$ cat src/sv/tmf_pkg.sv
// Shared types and constants for the temporal median filter.
// No dependencies; imported by tmf_rank_unit, tmf_ring_mem and temporal_median_filter.
package tmf_pkg;

  localparam int SAMPLE_W   = 16;  // Q1.15 feature value
  localparam int CFG_W      = 3;   // half_window register width
  localparam int BIN_IDX_W  = 4;   // bin_index result field
  localparam int FBACK_W    = 3;   // frames_back result field
  localparam int OUT_DATA_W = 24;  // median, bin, frames_back, padded to bytes

  localparam logic [CFG_W-1:0] HALF_WINDOW_RESET = 3'd2;

  // Commands from the sequencer to the shared rank unit
  typedef struct packed {
    logic clear;  // zero both rank counters
    logic load;   // take the memory read data as the new candidate
    logic cmp;    // compare read data against the candidate and count
  } rank_ctrl_t;

endpackage

$ cat src/sv/tmf_ring_mem.sv
// Frame ring storage: one write port, one read port with registered read data.
// Depends on tmf_pkg for the sample width.
module tmf_ring_mem #(
  parameter int DEPTH  = 180,
  parameter int ADDR_W = 8
) (
  input  logic                          clk_i,
  input  logic                          we_i,
  input  logic [ADDR_W-1:0]             waddr_i,
  input  logic [tmf_pkg::SAMPLE_W-1:0]  wdata_i,
  input  logic [ADDR_W-1:0]             raddr_i,
  output logic [tmf_pkg::SAMPLE_W-1:0]  rdata_o
);
  import tmf_pkg::*;

  logic [SAMPLE_W-1:0] mem_q [DEPTH];
  logic [SAMPLE_W-1:0] rdata_q;

  always_ff @(posedge clk_i) begin
    if (we_i) begin
      mem_q[waddr_i] <= wdata_i;
    end
  end

  always_ff @(posedge clk_i) begin
    rdata_q <= mem_q[raddr_i];
  end

  assign rdata_o = rdata_q;

endmodule

$ cat src/sv/tmf_rank_unit.sv
// Shared compare unit: holds a candidate and counts window values below / not above it.
// Depends on tmf_pkg for rank_ctrl_t and the sample width.
module tmf_rank_unit #(
  parameter int CNT_W = 4
) (
  input  logic                          clk_i,
  input  logic                          rst_ni,
  input  tmf_pkg::rank_ctrl_t           ctrl_i,
  input  logic [tmf_pkg::SAMPLE_W-1:0]  rdata_i,
  output logic [tmf_pkg::SAMPLE_W-1:0]  cand_o,
  output logic [CNT_W-1:0]              lt_sum_o,
  output logic [CNT_W-1:0]              le_sum_o
);
  import tmf_pkg::*;

  logic [SAMPLE_W-1:0] cand_q;
  logic [CNT_W-1:0]    lt_q;
  logic [CNT_W-1:0]    le_q;
  logic                is_lt;
  logic                is_eq;

  assign is_lt = $signed(rdata_i) < $signed(cand_q);
  assign is_eq = rdata_i == cand_q;

  // totals including the compare of this cycle
  assign lt_sum_o = lt_q + CNT_W'(ctrl_i.cmp && is_lt);
  assign le_sum_o = le_q + CNT_W'(ctrl_i.cmp && (is_lt || is_eq));
  assign cand_o   = cand_q;

  always_ff @(posedge clk_i) begin
    if (ctrl_i.load) begin
      cand_q <= rdata_i;
    end
  end

  always_ff @(posedge clk_i or negedge rst_ni) begin
    if (!rst_ni) begin
      lt_q <= '0;
      le_q <= '0;
    end else if (ctrl_i.clear) begin
      lt_q <= '0;
      le_q <= '0;
    end else if (ctrl_i.cmp) begin
      lt_q <= lt_sum_o;
      le_q <= le_sum_o;
    end
  end

endmodule

$ cat src/sv/temporal_median_filter.sv
// Streaming per-bin temporal median filter with edge replication (top level).
// Depends on tmf_pkg, tmf_ring_mem and tmf_rank_unit.
//
// Input stream: s_axis_tdata carries one feature value, frame-major, NUM_BINS per
// frame; s_axis_tlast flags values of the song's last frame. Each item is written
// into a frame ring, then zero, one or up to half_window+1 medians are produced.
// Output stream: m_axis_tdata carries median, bin and frames_back; m_axis_tlast marks
// the last result of an input item, m_axis_tuser the final result of the song.
// Configuration: cfg_valid_i/cfg_data_i write half_window (values above
// MAX_HALF_WINDOW act as MAX_HALF_WINDOW); write only while the block is idle.
// Operation: the block takes one item at a time. Each median is found by rank counting
// on one shared comparator fed by the single ring read port: each candidate is read,
// loaded and compared against the N window values (N = 2*half_window+1), at most N
// candidates are tried, and the median found is then loaded into the output register.
// Reset clears counters, the half_window register (to 2) and the output valid.
// When the receiver stalls, the finished result holds in the output register; the
// next input item is still accepted, and its first result waits for the register.
module temporal_median_filter #(
  parameter int MAX_HALF_WINDOW = 7,
  parameter int NUM_BINS        = 12
) (
  input  logic                            clk_i,
  input  logic                            rst_ni,
  // configuration write
  input  logic                            cfg_valid_i,
  output logic                            cfg_ready_o,
  input  logic [tmf_pkg::CFG_W-1:0]       cfg_data_i,    // half_window
  // input stream
  input  logic                            s_axis_tvalid,
  output logic                            s_axis_tready,
  input  logic [tmf_pkg::SAMPLE_W-1:0]    s_axis_tdata,  // [15:0] sample_value
  input  logic                            s_axis_tlast,  // final_frame
  // result stream
  output logic                            m_axis_tvalid,
  input  logic                            m_axis_tready,
  output logic [tmf_pkg::OUT_DATA_W-1:0]  m_axis_tdata,  // [15:0] median_value,
                                                         // [19:16] bin_index,
                                                         // [22:20] frames_back, [23] 0
  output logic                            m_axis_tlast,  // run_end
  output logic                            m_axis_tuser   // song_end
);
  import tmf_pkg::*;

  localparam int RING   = 2 * MAX_HALF_WINDOW + 1;
  localparam int DEPTH  = RING * NUM_BINS;
  localparam int ADDR_W = $clog2(DEPTH);
  localparam int SLOT_W = $clog2(RING);
  localparam int FR_W   = $clog2(RING + 1);
  localparam int HW_W   = $clog2(MAX_HALF_WINDOW + 1);
  localparam int BIN_W  = (NUM_BINS > 1) ? $clog2(NUM_BINS) : 1;
  localparam int D_W    = FR_W + 1;

  localparam logic [2:0] S_IDLE    = 3'd0;
  localparam logic [2:0] S_CAND_RD = 3'd1;
  localparam logic [2:0] S_CAND_LD = 3'd2;
  localparam logic [2:0] S_CMP     = 3'd3;
  localparam logic [2:0] S_EMIT    = 3'd4;

  logic [2:0]        state_q;
  logic [CFG_W-1:0]  hw_q;
  logic [BIN_W-1:0]  bin_q;
  logic [FR_W-1:0]   fr_q;
  logic [SLOT_W-1:0] slot_q;

  // per-item working registers
  logic [HW_W-1:0]   h_q;
  logic [FR_W-1:0]   n_q;
  logic [FR_W-1:0]   avail_q;
  logic [SLOT_W-1:0] base_q;
  logic [BIN_W-1:0]  b_q;
  logic [HW_W-1:0]   c_q;
  logic [HW_W-1:0]   c_end_q;
  logic              song_done_q;
  logic [FR_W-1:0]   k_q;
  logic [FR_W-1:0]   j_q;

  logic                  m_valid_q;
  logic [OUT_DATA_W-1:0] m_data_q;
  logic                  m_last_q;
  logic                  m_user_q;

  logic              accept;
  logic              last_bin;
  logic [HW_W-1:0]   h_cl;
  logic [FR_W-1:0]   avail_new;
  logic [FR_W-1:0]   rd_pos;
  logic [D_W-1:0]    d_raw;
  logic [FR_W-1:0]   d_cl;
  logic [SLOT_W:0]   slot_diff;
  logic [SLOT_W-1:0] rd_slot;
  logic [ADDR_W-1:0] raddr;
  logic [ADDR_W-1:0] waddr;
  logic [SAMPLE_W-1:0] rdata;
  logic [SAMPLE_W-1:0] cand;
  logic [FR_W-1:0]   lt_sum;
  logic [FR_W-1:0]   le_sum;
  logic              cmp_last;
  logic              found;
  logic              out_load;
  logic              run_end;
  rank_ctrl_t        rank_ctrl;

  assign cfg_ready_o   = 1'b1;
  assign s_axis_tready = (state_q == S_IDLE);
  assign accept        = s_axis_tvalid && s_axis_tready;
  assign last_bin      = (bin_q == BIN_W'(NUM_BINS - 1));

  assign h_cl      = (int'(hw_q) > MAX_HALF_WINDOW) ? HW_W'(MAX_HALF_WINDOW) : HW_W'(hw_q);
  assign avail_new = (fr_q < FR_W'(RING - 1)) ? fr_q : FR_W'(RING - 1);

  always_comb begin
    unique case (state_q)
      S_CAND_RD: rd_pos = k_q;
      S_CMP:     rd_pos = j_q + FR_W'(1);
      default:   rd_pos = '0;
    endcase
  end

  // frames back from the newest frame for window position rd_pos, clamped to the song
  always_comb begin
    d_raw = D_W'(c_q) + D_W'(h_q) - D_W'(rd_pos);
    if (d_raw[D_W-1]) begin
      d_cl = '0;
    end else if (d_raw[FR_W-1:0] > avail_q) begin
      d_cl = avail_q;
    end else begin
      d_cl = d_raw[FR_W-1:0];
    end
    slot_diff = {1'b0, base_q} - (SLOT_W + 1)'(d_cl);
    if (slot_diff[SLOT_W]) begin
      rd_slot = SLOT_W'(slot_diff + (SLOT_W + 1)'(RING));
    end else begin
      rd_slot = slot_diff[SLOT_W-1:0];
    end
  end

  assign raddr = ADDR_W'(rd_slot) * ADDR_W'(NUM_BINS) + ADDR_W'(b_q);
  assign waddr = ADDR_W'(slot_q) * ADDR_W'(NUM_BINS) + ADDR_W'(bin_q);

  tmf_ring_mem #(
    .DEPTH  (DEPTH),
    .ADDR_W (ADDR_W)
  ) u_ring (
    .clk_i   (clk_i),
    .we_i    (accept),
    .waddr_i (waddr),
    .wdata_i (s_axis_tdata),
    .raddr_i (raddr),
    .rdata_o (rdata)
  );

  assign rank_ctrl.clear = (state_q == S_CAND_LD);
  assign rank_ctrl.load  = (state_q == S_CAND_LD);
  assign rank_ctrl.cmp   = (state_q == S_CMP);

  tmf_rank_unit #(
    .CNT_W (FR_W)
  ) u_rank (
    .clk_i    (clk_i),
    .rst_ni   (rst_ni),
    .ctrl_i   (rank_ctrl),
    .rdata_i  (rdata),
    .cand_o   (cand),
    .lt_sum_o (lt_sum),
    .le_sum_o (le_sum)
  );

  assign cmp_last = (state_q == S_CMP) && (j_q == n_q - FR_W'(1));
  // candidate is the median when fewer than h+1 values lie below it and at least h+1
  // lie at or below it
  assign found    = (lt_sum <= FR_W'(h_q)) && (le_sum > FR_W'(h_q));
  assign out_load = (state_q == S_EMIT) && (!m_valid_q || m_axis_tready);
  assign run_end  = (c_q == c_end_q);

  always_ff @(posedge clk_i or negedge rst_ni) begin
    if (!rst_ni) begin
      hw_q <= HALF_WINDOW_RESET;
    end else if (cfg_valid_i && cfg_ready_o) begin
      hw_q <= cfg_data_i;
    end
  end

  // song position counters
  always_ff @(posedge clk_i or negedge rst_ni) begin
    if (!rst_ni) begin
      bin_q  <= '0;
      fr_q   <= '0;
      slot_q <= '0;
    end else if (accept) begin
      if (last_bin) begin
        bin_q <= '0;
        if (s_axis_tlast) begin
          fr_q   <= '0;
          slot_q <= '0;
        end else begin
          slot_q <= (slot_q == SLOT_W'(RING - 1)) ? '0 : slot_q + SLOT_W'(1);
          if (fr_q < FR_W'(RING)) begin
            fr_q <= fr_q + FR_W'(1);
          end
        end
      end else begin
        bin_q <= bin_q + BIN_W'(1);
      end
    end
  end

  // sequencer
  always_ff @(posedge clk_i or negedge rst_ni) begin
    if (!rst_ni) begin
      state_q     <= S_IDLE;
      h_q         <= '0;
      n_q         <= '0;
      avail_q     <= '0;
      base_q      <= '0;
      b_q         <= '0;
      c_q         <= '0;
      c_end_q     <= '0;
      song_done_q <= 1'b0;
      k_q         <= '0;
      j_q         <= '0;
    end else begin
      unique case (state_q)
        S_IDLE: begin
          if (accept) begin
            h_q         <= h_cl;
            n_q         <= FR_W'({h_cl, 1'b1});
            avail_q     <= avail_new;
            base_q      <= slot_q;
            b_q         <= bin_q;
            song_done_q <= s_axis_tlast && last_bin;
            k_q         <= '0;
            if (s_axis_tlast) begin
              // flush: from the oldest pending centre down to the newest frame
              c_q     <= (fr_q < FR_W'(h_cl)) ? HW_W'(fr_q) : h_cl;
              c_end_q <= '0;
              state_q <= S_CAND_RD;
            end else if (fr_q >= FR_W'(h_cl)) begin
              c_q     <= h_cl;
              c_end_q <= h_cl;
              state_q <= S_CAND_RD;
            end
          end
        end
        S_CAND_RD: begin
          state_q <= S_CAND_LD;
        end
        S_CAND_LD: begin
          j_q     <= '0;
          state_q <= S_CMP;
        end
        S_CMP: begin
          if (cmp_last) begin
            if (found) begin
              state_q <= S_EMIT;
            end else begin
              k_q     <= k_q + FR_W'(1);
              state_q <= S_CAND_RD;
            end
          end else begin
            j_q <= j_q + FR_W'(1);
          end
        end
        S_EMIT: begin
          if (out_load) begin
            k_q <= '0;
            if (run_end) begin
              state_q <= S_IDLE;
            end else begin
              c_q     <= c_q - HW_W'(1);
              state_q <= S_CAND_RD;
            end
          end
        end
        default: begin
          state_q <= S_IDLE;
        end
      endcase
    end
  end

  // output register
  always_ff @(posedge clk_i or negedge rst_ni) begin
    if (!rst_ni) begin
      m_valid_q <= 1'b0;
    end else if (out_load) begin
      m_valid_q <= 1'b1;
    end else if (m_axis_tready) begin
      m_valid_q <= 1'b0;
    end
  end

  always_ff @(posedge clk_i) begin
    if (out_load) begin
      m_data_q <= {1'b0, FBACK_W'(c_q), BIN_IDX_W'(b_q), cand};
      m_last_q <= run_end;
      m_user_q <= run_end && song_done_q;
    end
  end

  assign m_axis_tvalid = m_valid_q;
  assign m_axis_tdata  = m_data_q;
  assign m_axis_tlast  = m_last_q;
  assign m_axis_tuser  = m_user_q;

  // the compare scan never runs past the window
  a_scan_in_window: assert property (@(posedge clk_i) disable iff (!rst_ni)
    (state_q == S_CMP) |-> (j_q < n_q))
    else $error("compare index beyond window");

  // some candidate is always the median before the window runs out
  a_cand_in_window: assert property (@(posedge clk_i) disable iff (!rst_ni)
    (state_q == S_CAND_RD) |-> (k_q < n_q))
    else $error("no median found in window");

  // the flush counts down and never passes its end frame
  a_centre_order: assert property (@(posedge clk_i) disable iff (!rst_ni)
    (state_q != S_IDLE) |-> (c_q >= c_end_q))
    else $error("centre frame below end of run");

  // a result is loaded only into a free or draining output register
  a_no_overwrite: assert property (@(posedge clk_i) disable iff (!rst_ni)
    out_load |-> (!m_valid_q || m_axis_tready))
    else $error("output register overwritten");

  // input is refused while an item is in work
  a_busy_blocks: assert property (@(posedge clk_i) disable iff (!rst_ni)
    (state_q != S_IDLE) |-> !s_axis_tready)
    else $error("input accepted while busy");

endmodule
$ cat config.mk
export PLATFORM = sky130hd
export DESIGN_NAME = temporal_median_filter
export DESIGN_NICKNAME = d
export VERILOG_FILES = /design/src/sv/tmf_pkg.sv /design/src/sv/tmf_ring_mem.sv /design/src/sv/tmf_rank_unit.sv /design/src/sv/temporal_median_filter.sv
export SDC_FILE = /design/constraint.sdc
export NUM_CORES = 2
export LEC_CHECK = 0
export BUFFER_PORTS_ARGS = -buffer_cell sky130_fd_sc_hd__buf_2
export CAP_MARGIN = 20
export CORE_UTILIZATION = 41
export CTS_CLUSTER_DIAMETER = 60
export DETAILED_ROUTE_END_ITERATION = 8
export GPL_TIMING_DRIVEN = 0
export PLACE_DENSITY = 0.59
export SYNTH_ARGS = -nofsm -noshare
export SYNTH_HDL_FRONTEND = slang
export SYNTH_SLANG_ARGS = --single-unit
$ cat constraint.sdc
create_clock -name clk_i -period 9.2 [get_ports clk_i]
set_input_delay 1.38 -clock clk_i [delete_from_list [all_inputs] [get_ports clk_i]]
set_output_delay 1.38 -clock clk_i [all_outputs]
set_load 0.01 [all_outputs]
# --- Word level (Yosys, flattened, before mapping) ---
# Memories as Yosys holds them, arrays and structs flattened. A register that Yosys moved wholly into a read port is not among the register bits.
# Cells that the tools add are included.
# W data, S select, Z words.
word_totals:
  regBits: 102
  mem_bits_rw: 2880
  input_bits: 25
  output_inout_bits: 29
  word_cells: 131
  memories: 1
memory_table:
  columns: ["memory", "words", "width", "rd", "rd_clocked_by_memory_dff", "write_ports", "line", "rtl"]
  rows:
  - ["u_ring.mem_q", 180, 16, 1, 1, 1, "tmf_ring_mem.sv:16", "logic [SAMPLE_W-1:0] mem_q [DEPTH];"]
op_classes:
  add_sub_neg: 15
  mul: 2
  magnitude_cmp: 8
  eq_ne: 16
  mux: 41
  reduce_logical: 26
op_table:
  columns: ["op", "n"]
  rows:
  - ["$mux W4", 18]
  - ["$mux W3", 13]
  - ["$add A4 B1 Y4 const B", 5]
  - ["$add A8 B4 Y8", 2]
  - ["$eq A16 B16 Y1", 1]
  - ["$lt A16 B16 Y1", 1]
  - ["$pmux W4 S2", 2]
  - ["$pmux W3 S5", 1]
  - ["$mul A4 B2 Y6 const B", 2]
  - ["$pmux W4 S3", 1]
  - ["$ne A2 B2 Y1 const B", 5]
  - ["$reduce_and A5 Y1", 2]
  - ["$reduce_bool A2 Y1", 5]
  - ["$sub A4 B4 Y5", 2]
  - ["$add A4 B1 Y4", 2]
  - ["$eq A4 B4 Y1 const B", 2]
  - ["$logic_and A1 B1 Y1", 8]
  - ["$lt A4 B4 Y1 const B", 2]
  - ["$eq A3 B2 Y1 const B", 2]
  - ["$pmux W3 S2", 1]
  - ["$reduce_and A2 Y1", 3]
  - ["$reduce_and A3 Y1", 2]
  - ["$mux W1", 5]
  - ["$add A3 B3 Y4", 1]
  - ["19 further kinds", 20]

# --- Longest topological paths before layout ---
depth:
  ltp_word: 11
  ltp_mapped: 37
  depth_no_buf: 33

# --- Modules after synthesis ---
# A second synthesis with hierarchy kept.
hier_totals:
  hier_cells: 5943
  hier_area_um2: 117647.8
by_module_without_submodules:
  columns: ["mod", "n_inst", "cells_each", "area_each_um2", "seq_area_each_um2"]
  rows:
  - ["tmf_ring_mem", 1, 5353, 111654.6, 86803.3]
  - ["temporal_median_filter", 1, 470, 4631.9, 2003.2]
  - ["tmf_rank_unit", 1, 120, 1361.3, 680.7]

# --- Worst setup path after synthesis ---
# OpenSTA, ideal clock, no wires.
synth_path:
  kind: "register -> register"
  from: "register state_q[1]"
  to: "register u_ring.rdata_q[13] (netlist: u_ring.rdata_o[13]) (read register of u_ring.mem_q)"
  arrival_ps: 7150
  required_ps: 9079
  setup_slack_ps: 1929
  stages_incl_launch_ff: 31
  path_buffers: 3
  synth_period_minus_slack_ps: 7271
  cell_sequence: "dfrtp_1 -> clkbuf_1 -> clkbuf_1 -> mux2i_1 -> nor2_1 -> ha_1 -> inv_1 -> ha_1 -> fa_1 -> ha_1 -> nor2b_1 -> o21ai_0 -> nand2b_1 -> a21oi_1 -> a41o_1 -> mux2i_1 -> nor2_1 -> ha_1 -> inv_1 -> fa_1 -> a21o_1 -> a21oi_2 -> a21oi_1 -> ha_1 -> fa_1 -> xor2_1 -> buf_1 -> mux4_2 -> a211oi_1 -> a31oi_1 -> mux2_4"
synth_between:
  elab_chain_len: 11
  word_cells_on_any_way: 12
synth_lines:
  columns: ["item", "line", "rtl"]
  rows:
  - ["from (decl)", "temporal_median_filter.sv:59", "logic [2:0] state_q;"]
  - ["from (signal assigned)", "temporal_median_filter.sv:210", "state_q <= S_IDLE;"]
  - ["from (signal assigned)", "temporal_median_filter.sv:236", "state_q <= S_CAND_RD;"]
  - ["from (signal assigned)", "temporal_median_filter.sv:240", "state_q <= S_CAND_RD;"]
  - ["$eq A3 B2 Y1 or $eq A3 B1 Y1 (tied branches)", "temporal_median_filter.sv:112", "unique case (state_q)"]
  - ["$pmux W4 S2 *", "temporal_median_filter.sv:112", null]
  - ["$sub A4 B4 Y5 *", "temporal_median_filter.sv:121", "d_raw = D_W'(c_q) + D_W'(h_q) - D_W'(rd_pos);"]
  - ["$gt A4 B4 Y1", "temporal_median_filter.sv:124", "end else if (d_raw[FR_W-1:0] > avail_q) begin"]
  - ["$mux W4", "temporal_median_filter.sv:124", null]
  - ["$mux W4 *", "temporal_median_filter.sv:122", "if (d_raw[D_W-1]) begin"]
  - ["$sub A4 B4 Y5 *", "temporal_median_filter.sv:129", "slot_diff = {1'b0, base_q} - (SLOT_W + 1)'(d_cl);"]
  - ["$add A4 B4 Y4", "temporal_median_filter.sv:131", "rd_slot = SLOT_W'(slot_diff + (SLOT_W + 1)'(RING));"]
  - ["$mux W4 *", "temporal_median_filter.sv:130", "if (slot_diff[SLOT_W]) begin"]
  - ["$mul A4 B2 Y6 *", "temporal_median_filter.sv:137", "assign raddr = ADDR_W'(rd_slot) * ADDR_W'(NUM_BINS) + ADDR_W'(b_q);"]
  - ["$add A8 B4 Y8 *", "temporal_median_filter.sv:137", null]
  - ["to (decl)", "tmf_ring_mem.sv:17", "logic [SAMPLE_W-1:0] rdata_q;"]
# Mark *: on every way between the ends. The rest lies on a longest branch, timed or not.
# A chain may end at the register's enable or synchronous reset.

# --- Final worst setup path ---
layout_path:
  from: "register state_q[1]"
  to: "register u_ring.rdata_q[6] (netlist: u_ring.rdata_o[6]) (read register of u_ring.mem_q)"
# The elaborated chain is that of the path after synthesis.

==> results.md <==
- Critical R2R Launch: state_q[1]
- DRT iter0 DRCs: 8778
- Layout Cells excl Fill: 9998
- Max-slew violations: 0
- DRT Wirelength: 344000 um
- H-tree depth: 5
- Post-synthesis sequential area ratio: 76.9%
- Number of global-route vias before repair: 59694
- Most area-consuming cells after synthesis: edfxtp_1 75%, mux4_2 14%, dfrtp_1 1.2%
- CORE AREA: 0.282 mm2
- Post-layout net count: 6106
- Top FF cell, synth: edfxtp_1
- Clk_skew: 0.0627 ns
- CP arrival: 9.84 ns
- CTS Buf Count: 310
- Largest stage delay, worst path: 0.62 ns
- Wire length on met1: 135000 um
- All-Layer GR Usage: 24.0%
- MaxCap Viol Count: 0
- Max-slew headroom: 13.7%
- Fmax: 111 MHz
- Met2 wire length: 158000 um
- Ys async rst share: 1.94%
- Cells after Synth: 5345
- Hold Crit Class: register to register
- Cell Area, Synth: 0.116 mm2
- RePlAce Congestion: 1.02
- Yosys top cell area share: 75.4%
- Fin util: 48.6%
- Setup Crit Path Kind: register to register
- Drt drc: 0
- Clock sink count: 2995
- Crit path max fanout: 10
- Drt first pass iters: 8
- First-pass GRT wire length: 475000 um
- Worst-Skew Late Latency: 0.91 ns
- Clock Path Buffers: 4
- Setup TNS: 0 ns
- Final setup viols: 0
- Area added between synthesis and finish: 18.0%
- CTS tree: done
- CP Capture Type: register
- Root buffer cell: clkbuf_16
- Fraction of layout instances using a drive strength above 1: 32.2%
- Worst-margin pin slew: 1.29 ns
- Final Cycle Share: 98.2%
- # hold bufs at CTS: 0
- Status: finished, final reports clean
- Fillers: 22539
- Vias per inst: 6.08
- I/O Buffers: 51
- Post-synth EDFFs: 2921
- Die W: 535 um
- Synth unique cells: 66
- Post-DP HPWL: 237000 um
- HP Start: u_ring.rdata_o[0]
- CP max stage cell: fa_2
- Ys Warns: 0
- FP Rows: 195
- Mapped Nets: 5445
- Worst-path clk slew: 0.06 ns
- CP required: 10.01 ns
- Die area: 0.286 mm2
- Vias: 60763
- Hold Violations, Final: 0
- DR top layer: met5
- Yosys reg bits: 2995
- Met3 wire len: 35800 um
- CP most frequent cell: ha_1
- Routed WL per cell: 34.4 um
- DRT antenna net count: 0
- Total grt overflow: 0
- Synthesized area per cell: 21.8 um2
- Min cycle time layout: 9.03 ns
- Placed Cells: 9437
- Initial Util: 41.2%
- Hold WS: 0.430 ns
- Startpoint Class: register
- Largest area contributor in the netlist: edfxtp_1
- Crit path from: state_q[1]
- Io pins: 54
- Initial antenna violation count: 12
- Reg2Reg Setup Slack: 0.17 ns
- Die Ht: 535 um
- Largest net degree at the start of global routing: 129
==> sequential cells by signal (all words and copies together), names as in the netlist, 4 cells and up <==
name            flops
avail_q             4
b_q                 4
base_q              4
bin_q               4
fr_q                4
j_q                 4
k_q                 4
m_axis_tdata       23
slot_q              4
u_rank.cand_o      16
u_rank.le_q         4
u_rank.lt_q         4
u_ring.mem_q     2880
u_ring.rdata_o     16
==> placed cells by master, fill, tap and decap left out, types with 40 or more instances in the layout <==
cell / Yosys / layout
a22oi_1: 52 / 51
mux2i_1: 73 / 72
dfrtp_1: 57 / 56
buf_8: 0 / 57
clkbuf_2: 0 / 46
bufinv_16: 0 / 40
clkinv_1: 0 / 57
buf_6: 14 / 219
clkinv_2: 0 / 47
a221oi_1: 89 / 56
o21ai_0: 69 / 58
buf_2: 65 / 101
clkbuf_16: 0 / 315
a22o_1: 89 / 89
buf_4: 38 / 67
clkbuf_1: 168 / 161
nand2_1: 136 / 131
ha_1: 67 / 67
inv_1: 61 / 61
nor3_2: 0 / 156
mux4_2: 738 / 738
a21oi_1: 50 / 43
edfxtp_1: 2921 / 2921
o22ai_1: 84 / 69
==> Yosys cell counts (all sizes together) (3+ instances only) <==
cell	number
o31ai	3
nand2	136
and2	6
o21bai	3
fa	8
mux4	738
inv	61
a22o	89
dfrtp	57
dfxtp	16
a31oi	14
nor2	58
mux2	18
o21a	12
ha	67
o21ai	90
a221oi	89
clkbuf	168
a211o	4
a211oi	27
xnor2	18
o311ai	3
o211ai	3
o22ai	84
a21o	13
nor3b	3
buf	149
nor3	187
a22oi	52
xor2	17
or2	9
nand2b	11
or3	4
a21oi	51
nand3	18
mux2i	73
o32ai	3
nand4	7
and3	3
edfxtp	2921
nor2b	32
==> logic make-up after synthesis <==
family	synth area share, %
muxes	15.1
DFF	76.9
and+or+nand+nor	1.99
adders and majority gates	0.858
xor gates and xnor gates	0.286
other	0.00645
AOI/OAI and AO/OA	3.35
buffers and inverters	1.50
==> per-stage QoR <==
| stage | area, um2 | worst slack [ns] |
|---|---|---|
| 3_5_place_dp | 126000 | -2.07 |
| 3_3_place_gp | 121000 | -2.31 |
| 6_report | 137000 | 0.168 |
| 2_1_floorplan | 116000 | 1.93 |
| 5_1_grt | 137000 | -0.0497 |
| 4_1_cts | 137000 | -0.0755 |
==> cell type report <==
type | count | area [um2] | share of cell area, %
repair buffers | 352 | 4340 | 3.16
clock inverters | 178 | 2110 | 1.54
plain buffers | 314 | 1630 | 1.18
inverters | 61 | 229 | 0.167
clock buffers | 375 | 8150 | 5.94
diodes | 8 | 20.0 | 0.0146
well taps | 3743 | 4680 | 3.41
multi-input cells | 1972 | 26600 | 19.4
flip-flops and latches | 2995 | 89500 | 65.2
==> worst paths after layout <==
path | endpoint | cells after the start
min in group asynchronous | k_q[3] | 1
worst max-delay path | u_ring.rdata_o[6] | 35
worst min register to register | u_rank.cand_o[0] | 0
worst max register to register | u_ring.rdata_o[6] | 35
worst min-delay path | u_rank.cand_o[0] | 0
max in group asynchronous | h_cl[1] | 2
==> critical path: cells and delay by family (launching register included) <==
| family | cells | cell delay [ns] |
|---|---|---|
| mux | 3 | 0.60 |
| compound gates | 10 | 2.40 |
| fa+ha+maj | 8 | 2.85 |
| simple gates | 6 | 0.69 |
| flops | 1 | 0.47 |
| buf+inv | 8 | 1.90 |
==> layer usage <==
layer / up-vias / track usage, %
met5: - / 0
met4: 8 / 9.94
met3: 668 / 5.88
met2: 3458 / 36.8
met1: 32605 / 32.9
li1: 24024 / -
==> repair_timing <==
action | in CTS | in global routing
setup buffers | 3 | 0
pin swaps | 4 | 3
resized for setup | 128 | 75
gates cloned | 0 | 0
setup endpoints to repair | 16 | 16
Power is not shown: default switching activity piles up to over one toggle a cycle in this logic, so the estimate is an artifact.
